File: src/atb_pkg.sv
// Types and constants of the alias table builder.
// No dependencies.
`timescale 1ns / 1ps
package atb_pkg;

  localparam int WEIGHT_BITS = 16;
  localparam int ID_BITS     = 32;
  localparam int FRAC_BITS   = 16;
  localparam int PROB_W      = FRAC_BITS + 1;
  localparam int OP_W        = 4;

  typedef struct packed {
    logic [WEIGHT_BITS-1:0] weight;
    logic [ID_BITS-1:0]     neighbor;
    logic                   last_edge;
  } in_item_t;

  typedef struct packed {
    logic [PROB_W-1:0]  probability;
    logic [ID_BITS-1:0] primary;
    logic [ID_BITS-1:0] alias_res;
    logic               last_slot;
  } out_item_t;

  localparam logic [OP_W-1:0] OP_NONE       = 4'd0;
  localparam logic [OP_W-1:0] OP_LOAD       = 4'd1;
  localparam logic [OP_W-1:0] OP_RD_W       = 4'd2;
  localparam logic [OP_W-1:0] OP_MUL        = 4'd3;
  localparam logic [OP_W-1:0] OP_DIV        = 4'd4;
  localparam logic [OP_W-1:0] OP_NWR        = 4'd5;
  localparam logic [OP_W-1:0] OP_RD_S       = 4'd6;
  localparam logic [OP_W-1:0] OP_RD_L       = 4'd7;
  localparam logic [OP_W-1:0] OP_LATCH_L    = 4'd8;
  localparam logic [OP_W-1:0] OP_PAIR_EMIT  = 4'd9;
  localparam logic [OP_W-1:0] OP_RD_NB      = 4'd10;
  localparam logic [OP_W-1:0] OP_LATCH_NB   = 4'd11;
  localparam logic [OP_W-1:0] OP_LEFT_EMIT  = 4'd12;

  typedef struct packed {
    logic [OP_W-1:0] op;
  } cmd_t;

  typedef struct packed {
    logic last_load;
    logic div_done;
    logic norm_last;
    logic sq_ne;
    logic lq_ne;
    logic out_free;
    logic final_slot;
  } sts_t;

endpackage

File: src/atb_ctrl.sv
// Sequencer of the alias table builder: load, normalize, pair, drain.
// Depends on atb_pkg.
`timescale 1ns / 1ps
module atb_ctrl (
  input  logic         clk,
  input  logic         rst_n,
  input  atb_pkg::sts_t sts,
  output atb_pkg::cmd_t cmd
);
  import atb_pkg::*;

  localparam logic [3:0] S_IDLE = 4'd0;
  localparam logic [3:0] S_NRD  = 4'd1;
  localparam logic [3:0] S_NMUL = 4'd2;
  localparam logic [3:0] S_NDIV = 4'd3;
  localparam logic [3:0] S_NWR  = 4'd4;
  localparam logic [3:0] S_PCHK = 4'd5;
  localparam logic [3:0] S_PIDX = 4'd6;
  localparam logic [3:0] S_PS   = 4'd7;
  localparam logic [3:0] S_PL   = 4'd8;
  localparam logic [3:0] S_PEM  = 4'd9;
  localparam logic [3:0] S_LIDX = 4'd10;
  localparam logic [3:0] S_LNB  = 4'd11;
  localparam logic [3:0] S_LEM  = 4'd12;

  logic [3:0] state_r, state_nxt;

  always_comb begin
    state_nxt = state_r;
    cmd.op    = OP_NONE;
    unique case (state_r)
      S_IDLE: begin
        cmd.op = OP_LOAD;
        if (sts.last_load) state_nxt = S_NRD;
      end
      S_NRD: begin
        cmd.op    = OP_RD_W;
        state_nxt = S_NMUL;
      end
      S_NMUL: begin
        cmd.op    = OP_MUL;
        state_nxt = S_NDIV;
      end
      S_NDIV: begin
        cmd.op = OP_DIV;
        if (sts.div_done) state_nxt = S_NWR;
      end
      S_NWR: begin
        cmd.op    = OP_NWR;
        state_nxt = sts.norm_last ? S_PCHK : S_NRD;
      end
      S_PCHK: begin
        priority if (sts.sq_ne && sts.lq_ne) begin
          state_nxt = S_PIDX;
        end else if (sts.sq_ne || sts.lq_ne) begin
          state_nxt = S_LIDX;
        end else begin
          state_nxt = S_IDLE;
        end
      end
      S_PIDX: begin
        cmd.op    = OP_RD_S;
        state_nxt = S_PS;
      end
      S_PS: begin
        cmd.op    = OP_RD_L;
        state_nxt = S_PL;
      end
      S_PL: begin
        cmd.op    = OP_LATCH_L;
        state_nxt = S_PEM;
      end
      S_PEM: begin
        if (sts.out_free) begin
          cmd.op    = OP_PAIR_EMIT;
          state_nxt = sts.final_slot ? S_IDLE : S_PCHK;
        end
      end
      S_LIDX: begin
        cmd.op    = OP_RD_NB;
        state_nxt = S_LNB;
      end
      S_LNB: begin
        cmd.op    = OP_LATCH_NB;
        state_nxt = S_LEM;
      end
      S_LEM: begin
        if (sts.out_free) begin
          cmd.op    = OP_LEFT_EMIT;
          state_nxt = sts.final_slot ? S_IDLE : S_PCHK;
        end
      end
      default: begin
        state_nxt = S_IDLE;
      end
    endcase
  end

  always_ff @(posedge clk) begin
    if (!rst_n) begin
      state_r <= S_IDLE;
    end else begin
      state_r <= state_nxt;
    end
  end

endmodule

File: config.mk
export PLATFORM = sky130hd
export DESIGN_NAME = atb_ctrl
export DESIGN_NICKNAME = d
export VERILOG_FILES = /design/src/atb_pkg.sv /design/src/atb_ctrl.sv
export SDC_FILE = /design/constraint.sdc
export NUM_CORES = 1
export LEC_CHECK = 0
export ABC_AREA = 1
export ABC_CLOCK_PERIOD_IN_PS = 2000
export BUFFER_PORTS_ARGS = -buffer_cell sky130_fd_sc_hd__buf_4
export CORE_MARGIN = 1
export CORE_UTILIZATION = 25
export CTS_BUF_LIST = sky130_fd_sc_hd__clkbuf_4
export DETAILED_ROUTE_END_ITERATION = 8
export PLACE_DENSITY = 0.53
export REMOVE_ABC_BUFFERS = 1
export SLEW_MARGIN = 0
export SYNTH_ARGS = -nofsm -noshare
export SYNTH_HDL_FRONTEND = slang
export SYNTH_SLANG_ARGS = --single-unit
File: constraint.sdc
create_clock -name clk -period 2 [get_ports clk]
set_input_delay 0.4 -clock clk [delete_from_list [all_inputs] [get_ports clk]]
set_output_delay 0.4 -clock clk [all_outputs]
set_load 0.1 [all_outputs]
==> results.md, run 1 <==
Power and ir drop:
- The share of total power dissipated in combinational logic is between 50% and 60%.
- The worst-case IR drop observed on VDD is between 0.3 and 0.4 mV.
- Summed over all cells, the static leakage comes to ~0.3 nW.
- The clock network power share is between 10% and 20%.
- The switching share of power is a little over half.
- In this run, flip-flops and latches consume 22.8% of the power.
- The net switching power is 0.282 mW.
- The power per cell area is 871 mW/mm².
- The internal power contribution is ~0.24 mW.

Global route:
- The first-pass GRT wire length is 1.79 mm.
- The initial antenna violation count was 0.
- The total overflow left after global routing is 0.
- The via count of the first global-routing pass was ~460.
- Entering global routing, the biggest net connects 9 pins.
- Across every metal layer, demand over resource in global routing totals between 10% and 20%.

STA:
- The count of pins over their slew limit came to 0.
- The count of endpoints failing hold in the final timing report was 0.
- For the pin with the worst max-slew slack, the measured transition is a little over 0.3 ns.
- Setup violations remaining at the end of the flow were counted as 0.
- The final critical-path setup slack is roughly 0.11 ns.
- Between clock sinks in the finished design, the worst skew comes to about 0.001 ns.
- Measured against its own limit, the worst slew margin works out to between 70% and 80%.
- Setup repair after global routing left no endpoint under its margin.
- Counting I/O delays and the setup requirement, the final critical path takes ~1.9 ns.
- The fmax is 528 MHz.
- The portion of the clock cycle consumed by the worst path in the final layout is a little over nine tenths.

Routing:
- The total wire length after detailed routing is between 1 and 1.5 mm.
- For this run, the detailed router's first-pass iteration total came to 4.
- The routed layout has 506 vias.
- After detailed routing, the number of remaining DRC violations is 0.
- The routed via count divided by cell count is ~4.6.
- Dividing the detail-routed wire length by the instance count gives between 9 and 10 µm.
- In this run, the number of DRC markers left after iteration 0 of detailed routing was 5.
- The number of antenna-violating nets in the routed design is 0.

Synth:
- The leading area contributor after synthesis is sky130_fd_sc_hd__dfxtp_1.
- The yosys synthesis warning count is 0.
- The portion of netlist area occupied by mux cells is 0%.
- The synthesized netlist devotes between 10% and 20% of its cell area to compound gates.
- The post-synthesis adder-cell area fraction is 5.39%.
- The main combinational cell family by area after synthesis is simple AND/OR/NAND/NOR gates.
- The post-synthesis instance total is 72.
- A synthesized cell averages about 6.4 µm².
- The synthesized netlist occupies a cell area of roughly 460 µm².
- The simple-gate share of the synthesized area is about 47%.
- The share of synthesized area in the top cell type comes to 17.3%.
- Summing the areas of all xor and xnor instances in the mapped netlist gives 0% of the synthesized area.
- Of the synthesized area, sequential elements account for about 17%.
- Synthesis inferred 4 register bits.
- The number of different library cells used by synthesis comes to 23.
- Yosys attributes the largest share of cell area to sky130_fd_sc_hd__dfxtp_1, sky130_fd_sc_hd__nand2_1, sky130_fd_sc_hd__nand3_1.

Worst setup path:
- The capturing element type of the critical path is a primary output.
- The kind of critical path is register to primary output.
- The maximum net fanout on the critical path is 6.
- For the worst setup path, the data arrival time is 1.49 ns.
- The launching element type of the critical path is a register.
- For the worst setup path, the data required time is about 1.6 ns.

Die:
- The die outline area is roughly 0.0020 mm².
- The area inside the core boundary is between 0.0015 and 0.002 mm².
- The number of top-level pins is 13.
- The initial utilization of the core area, before any placement, comes to between 20% and 30%.
- The die is 45.1 µm wide.
- The die boundary height is about 45 µm.
- The placement row count is 15.

Layout:
- Ranked by flip-flop count, first place goes to state_r.
- The most common cell after layout, fill and taps aside is sky130_fd_sc_hd__nand2_1.
- The share of final-layout standard cells stronger than drive strength 1 is between 30 and 40%.
- With fillers left out, the area of the finished cells amounts to 598 µm².
- The area growth from synthesis to layout is 28.8%.
- The library cells used most frequently in the layout, excluding fill and tap cells, are sky130_fd_sc_hd__nand2_1, sky130_fd_sc_hd__buf_4, sky130_fd_sc_hd__inv_1.
- The register with the most flip-flops in the layout has 4 of them.
- The largest registers in the layout are state_r x4.
- Cells fill between 30% and 40% of the core in the end.
- The number of diodes is 0.
- The net total in the final layout is 99.

Clocking:
- The library cell used as clock root buffer is sky130_fd_sc_hd__clkbuf_4.
- The number of hold-repair buffers added at the cts stage is 0.
- The clock transition at the registers of the reported paths is around 0.04 ns.
- The H-tree depth reported by CTS is 1.
- Buffers inserted during clock tree synthesis total 3.
- The tree built by TritonCTS fans out to 4 sinks.
- No sink is reached through more buffers than the 2 on the longest clock path.
- The TritonCTS clock tree is done.
- The clock reaches the later pin of the worst-skew pair after roughly 0.24 ns.

Placement:
- The placed instances occupy a cell area of approximately 570 µm².
- Buffers placed on the I/O ports in this run total 12.
- The pre-CTS setup slack is 0.316 ns.
- The final RePlAce weighted congestion is just over 0.8.
- Once detailed placement completed, the half-perimeter wirelength came to around 910 µm.

Outcome:
- The flow ran to the end, and the final reports show no timing, DRC or antenna violations.

Flow run:
- The tool flagged a number of max-cap violations equal to 0.

Min path:
- The path class of the tightest hold or removal check is primary input to register.
-- logic make-up (layout without fill, tap and decap cells) --
| group | after synthesis | in the layout |
|---|---|---|
| simple gates | 40 | 40 |
| buf+inv | 14 | 28 |
| compound gates | 12 | 12 |
| flops | 4 | 4 |
| fa+ha+maj | 2 | 2 |
-- final timing paths --
| kind | depth (start not counted) | slack, ns | startpoint | end |
|---|---|---|---|---|
| max reg2reg | 8 | 0.75 | state_r[2]$_SDFFE_PN0P_ | state_r[2]$_SDFFE_PN0P_ |
| max | 5 | 0.11 | state_r[2]$_SDFFE_PN0P_ | cmd[0] |
| min reg2reg | 2 | 0.56 | state_r[0]$_SDFFE_PN0P_ | state_r[0]$_SDFFE_PN0P_ |
| min | 3 | 0.35 | rst_n | state_r[1]$_SDFFE_PN0P_ |
-- what timing repair did --
action | CTS | global route
endpoints found under the setup margin | 0 | 2
buffers inserted | 0 | 0
resized for setup | 0 | 1
-- per-stage QoR --
| stage | instances | TNS, ns | power (mW) | hold WS [ns] |
|---|---|---|---|---|
| 6_report | 111 | 0 | 0.521 | 0.350 |
| 5_1_grt | 111 | 0 | 0.552 | 0.364 |
| 4_1_cts | 111 | 0 | 0.523 | 0.348 |
| 3_5_place_dp | 108 | 0 | 0.419 | 0.573 |
| 3_3_place_gp | 108 | 0 | 0.420 | 0.575 |
| 2_1_floorplan | 71 | -1.30 | 0.352 | 0.498 |
-- critical path, cell delays in order (launching register included) --
cell	delay, ns
sky130_fd_sc_hd__dfxtp_1	0.45
sky130_fd_sc_hd__inv_1	0.11
sky130_fd_sc_hd__nor2_4	0.16
sky130_fd_sc_hd__o21ai_0	0.14
sky130_fd_sc_hd__nand3_1	0.10
sky130_fd_sc_hd__buf_4	0.28
-- power by group through the flow --
stage	Combinational (mW)	Clock [mW]	Sequential (mW)
after detailed placement	0.300	0	0.118
after floorplan	0.238	0	0.114
final	0.300	0.103	0.119
after global routing	0.319	0.112	0.121
after CTS	0.301	0.105	0.117
after global placement	0.302	0	0.118
-- synth_stat cells --
cell type	count
sky130_fd_sc_hd__nand2_1	13
sky130_fd_sc_hd__inv_1	9
sky130_fd_sc_hd__nand3_1	7
sky130_fd_sc_hd__nand2_2	5
sky130_fd_sc_hd__dfxtp_1	4
sky130_fd_sc_hd__nor2_1	4
sky130_fd_sc_hd__o21ai_0	4
sky130_fd_sc_hd__a21oi_2	3
sky130_fd_sc_hd__inv_2	3
sky130_fd_sc_hd__nor2_2	3
sky130_fd_sc_hd__ha_1	2
sky130_fd_sc_hd__nand3b_1	2
sky130_fd_sc_hd__nor2_4	2
sky130_fd_sc_hd__o211ai_1	2
sky130_fd_sc_hd__a21oi_1	1
sky130_fd_sc_hd__a31oi_1	1
sky130_fd_sc_hd__buf_6	1
sky130_fd_sc_hd__clkinv_1	1
sky130_fd_sc_hd__nand2_4	1
sky130_fd_sc_hd__nand3_2	1
sky130_fd_sc_hd__nand4_1	1
sky130_fd_sc_hd__nor3_1	1
sky130_fd_sc_hd__o31ai_1	1
-- layer usage --
layer / wire [µm] / track usage, % / part of all wire (%) / vias to the layer above
met4: 13 / 7.27 / 1.2 / 0
met3: 54 / 1.20 / 4.9 / 2
met5: 0 / 0 / 0 / -
met1: 499 / 15.3 / 45 / 225
li1: - / - / - / 262
met2: 531 / 20.0 / 48 / 17
-- layout make-up --
cell class / count / area [µm²]
well taps: 25 / 31.3
multi-input cells: 54 / 324
flip-flops and latches: 4 / 81.3
fillers: 196 / 1130
repair buffers: 12 / 90.1
inverters: 13 / 48.8
clock buffers: 3 / 22.5
Power figures use the tool's default switching activity.
==> run 2: changes to the inputs <==
CORE_ASPECT_RATIO = 1.25   (was not set)
PLACE_DENSITY = not set   (was 0.53)
==> results.md, run 2 (synthesized netlist as in run 1, its figures left out) <==
Power and ir drop:
- The sum of internal, switching and leakage power is 0.516 mW (-0.89%).
- The portion of total power attributed to sequential cells is 22.8% (about the same).
- The net switching power came to 0.277 mW (-1.6%).
- The leakage power summed over all cells is 0.292 nW (unchanged).
- The internal power contribution was 0.239 mW (-0.10%).
- The switching share of power was 53.7% (-0.36 points).
- The clock network power share is 18.7% (-1.0 points).
- The combinational power share is 58.5% (+1.0 points).
- The worst-case vdd ir drop was 0.340 mV (+9.1%).
- The power per cell area is 874 mW/mm² (+0.37%).

STA:
- The count of pins over their slew limit is 0 (unchanged).
- The fmax is 540 MHz (+2.2%).
- The actual slew at the worst max-slew pin is 0.287 ns (-0.0185 ns).
- Setup repair after global routing left no endpoint under its margin.
- The final clock skew is 0.00152 ns (+0.000537 ns).
- The worst slew slack as a fraction of its limit is 80.9% (+1.2 points).
- The number of failing setup endpoints in the final timing report is 0 (unchanged).
- The portion of the clock cycle consumed by the worst path in the final layout is 92.6% (-2.0 points).
- The count of endpoints failing hold in the final timing report is 0 (unchanged).
- The time the final worst path needs with I/O delays and setup came to 1.85 ns (-0.0407 ns).

Routing:
- The number of antenna-violating nets in the routed design is 0 (unchanged).
- The overall via count from detail_route was 510 (+0.79%).
- The final routed wire length divided by cell count is 10.6 µm (+6.7%).
- The DRC marker count from the first detailed-route iteration is 14 (+9).
- The number of detailed-route iterations in the first pass is 4 (unchanged).
- The routed via count divided by cell count is 4.86 (+6.5%).
- The total wire length after detailed routing is 1.11 mm (+0.91%).
- The count of unresolved DRC violations after routing is 0 (unchanged).

Clocking:
- The clock transition at the registers of the reported paths came to 0.04 ns (about the same).
- The library cell used as clock root buffer is sky130_fd_sc_hd__clkbuf_4.
- The total clock buffers created by CTS came to 3 (unchanged).
- The worst-skew pair later-pin latency is 0.23 ns (about the same).
- The number of instances resized during post-cts repair was 0 (unchanged).
- The maximum buffer depth of the clock tree is 2 (unchanged).
- TritonCTS built the clock tree.
- The number of clock sinks seen by CTS came to 4 (unchanged).
- The number of setup buffers added after CTS was 0 (unchanged).
- The H-tree depth reported by CTS came to 1 (unchanged).
- The number of hold-repair buffers added at the cts stage came to 0 (unchanged).

Layout:
- The cell area after layout is 591 µm² (-1.3%).
- Compared with the post-synthesis result, the final layout area differs by 27.2%.
- The number of diodes is 0 (unchanged).
- The number of fill cells is 203 (+3.6%).
- The multi-input gate area in the final layout was 324 µm² (unchanged).
- The largest registers in the layout are state_r x4.
- The share of final-layout standard cells stronger than drive strength 1 was 39.5% (unchanged).
- The flip-flop count of the largest register, all copies and words added is 4 (unchanged).
- The library cells used most frequently in the layout, excluding fill and tap cells, are sky130_fd_sc_hd__nand2_1, sky130_fd_sc_hd__buf_4, sky130_fd_sc_hd__inv_1.
- The library cell used most frequently in the layout, excluding fill and tap cells, is sky130_fd_sc_hd__nand2_1.
- The net total in the final layout came to 99 (unchanged).
- The area taken by flip-flops and latches is 81.3 µm² (unchanged).
- More flip-flops sit in one register than any other, and that register is state_r.

Worst setup path:
- The capturing element type of the critical path is a primary output.
- The data required time at the worst endpoint is 1.60 ns (about the same).
- The worst setup path is launched from a register.
- The endpoint identified for the worst register-to-register timing path is state_r[0]$_SDFFE_PN0P_.
- The reg-to-reg critical path startpoint is state_r[0]$_SDFFE_PN0P_.
- Among all stages on the critical path, the largest delay is contributed by sky130_fd_sc_hd__dfxtp_1.
- The setup path with the least slack is of type register to primary output.
- The flop-to-flop setup slack was 0.75 ns (about the same).
- The maximum net fanout on the critical path is 6 (unchanged).
- The number of cells traversed by the worst register-to-register path is 8 (unchanged).
- The peak per-stage delay on the critical path was 0.43 ns (-0.02 ns).
- The arrival time at the worst endpoint was 1.45 ns (-0.04 ns).
- The signal on the critical path passes through inv_1, nor2_4, o21ai_0, nand3_1, buf_4.

Global route:
- The maximum number of pins on one net before global-route repair is 9 (unchanged).
- The met2 usage is 18.5% (-1.5 points).
- The overall overflow remaining after global route is 0 (unchanged).
- The initial antenna violation count is 0 (unchanged).
- The routing usage on met3 came to 3.10% (+1.9 points).
- The highest-utilization routing layer at the global route stage is met2.
- The total global routing track utilization is 11.8% (-0.37 points).
- The global routing usage on met1 is 15.7% (+0.33 points).
- The via count of the first global-routing pass is 413 (-9.2%).
- The first-pass GRT wire length is 1.74 mm (-2.7%).

Flow run:
- The max capacitance violation total was 0 (unchanged).

Min path:
- The path with the worst hold slack has its endpoint at state_r[1]$_SDFFE_PN0P_.
- The count of cells along the worst hold path is 3 (unchanged).
- The worst hold path belongs to the class primary input to register.
- The startpoint identified for the worst hold timing path is rst_n.

Die:
- The number of top-level pins was 13 (unchanged).
- The die outline area is 0.00203 mm² (about the same).
- The placement row count was 17 (+2).
- The area inside the core boundary is 0.00174 mm² (+1.0%).
- The width of the die is 40.5 µm (-10%).
- The die boundary height is 50.2 µm (+11%).
- The initial standard-cell utilization of the core came to 26.6% (-0.27 points).

Placement:
- The placed cell area is 567 µm² (-1.3%).
- The final RePlAce weighted congestion was 0.913 (+13%).
- The port buffer count is 12 (unchanged).
- The estimated wirelength of the detail-placed design is 919 µm (+1.1%).

Outcome:
- The flow ran to the end, and the final reports show no timing, DRC or antenna violations.
==> run 2: power by group through the flow <==
| stage | registers, mW | clock network, mW | logic, mW |
|---|---|---|---|
| after global routing | 0.119 | 0.110 | 0.320 |
| after CTS | 0.117 | 0.101 | 0.302 |
| after global placement | 0.116 | 0 | 0.301 |
| after detailed placement | 0.118 | 0 | 0.301 |
| final | 0.118 | 0.0967 | 0.302 |
| after floorplan | 0.114 | 0 | 0.238 |
==> run 2: critical path: cells and delay by family (launching register included) <==
family	cells	cell delay [ns]
DFF	1	0.43
buffers and inverters	2	0.39
and+or+nand+nor	2	0.26
AOI/OAI and AO/OA	1	0.14
==> run 2: layout make-up <==
class,instances,area share (%)
clock buffer,3,3.81
multi-input combinational,54,54.9
timing repair buffer,12,15.3
sequential,4,13.8
inverter,13,8.26
tap,19,4.03
==> run 2: worst max-delay path by stage <==
stage | slack [ns] | depth (start not counted) | to | from
floorplan | -1.21 | 2 | cmd[1] | state_r[1]$_SDFFE_PN0P_
global placement | 0.33 | 5 | cmd[0] | state_r[0]$_SDFFE_PN0P_
detailed placement | 0.31 | 5 | cmd[0] | state_r[0]$_SDFFE_PN0P_
CTS | 0.06 | 5 | cmd[0] | state_r[0]$_SDFFE_PN0P_
global route | 0.05 | 5 | cmd[2] | state_r[2]$_SDFFE_PN0P_
finish | 0.15 | 5 | cmd[0] | state_r[2]$_SDFFE_PN0P_
==> run 2: routing by layer <==
layer  share of wire (%)  routed length [µm]
met5                   0                   0
met3                 6.7                  74
met2                  47                 517
met1                  45                 504
met4                 1.1                  12
==> run 2: per-stage QoR <==
step | TNS (ns) | cells | util, % | setup WS [ns] | hold slack, ns
after floorplan | -1.30 | 71 | - | -1.21 | 0.498
after global placement | 0 | 102 | 32.5 | 0.335 | 0.557
after detailed placement | 0 | 102 | 32.5 | 0.312 | 0.564
after CTS | 0 | 105 | 33.8 | 0.0606 | 0.358
after global routing | 0 | 105 | 33.9 | 0.0491 | 0.354
final | 0 | 105 | 33.9 | 0.148 | 0.365
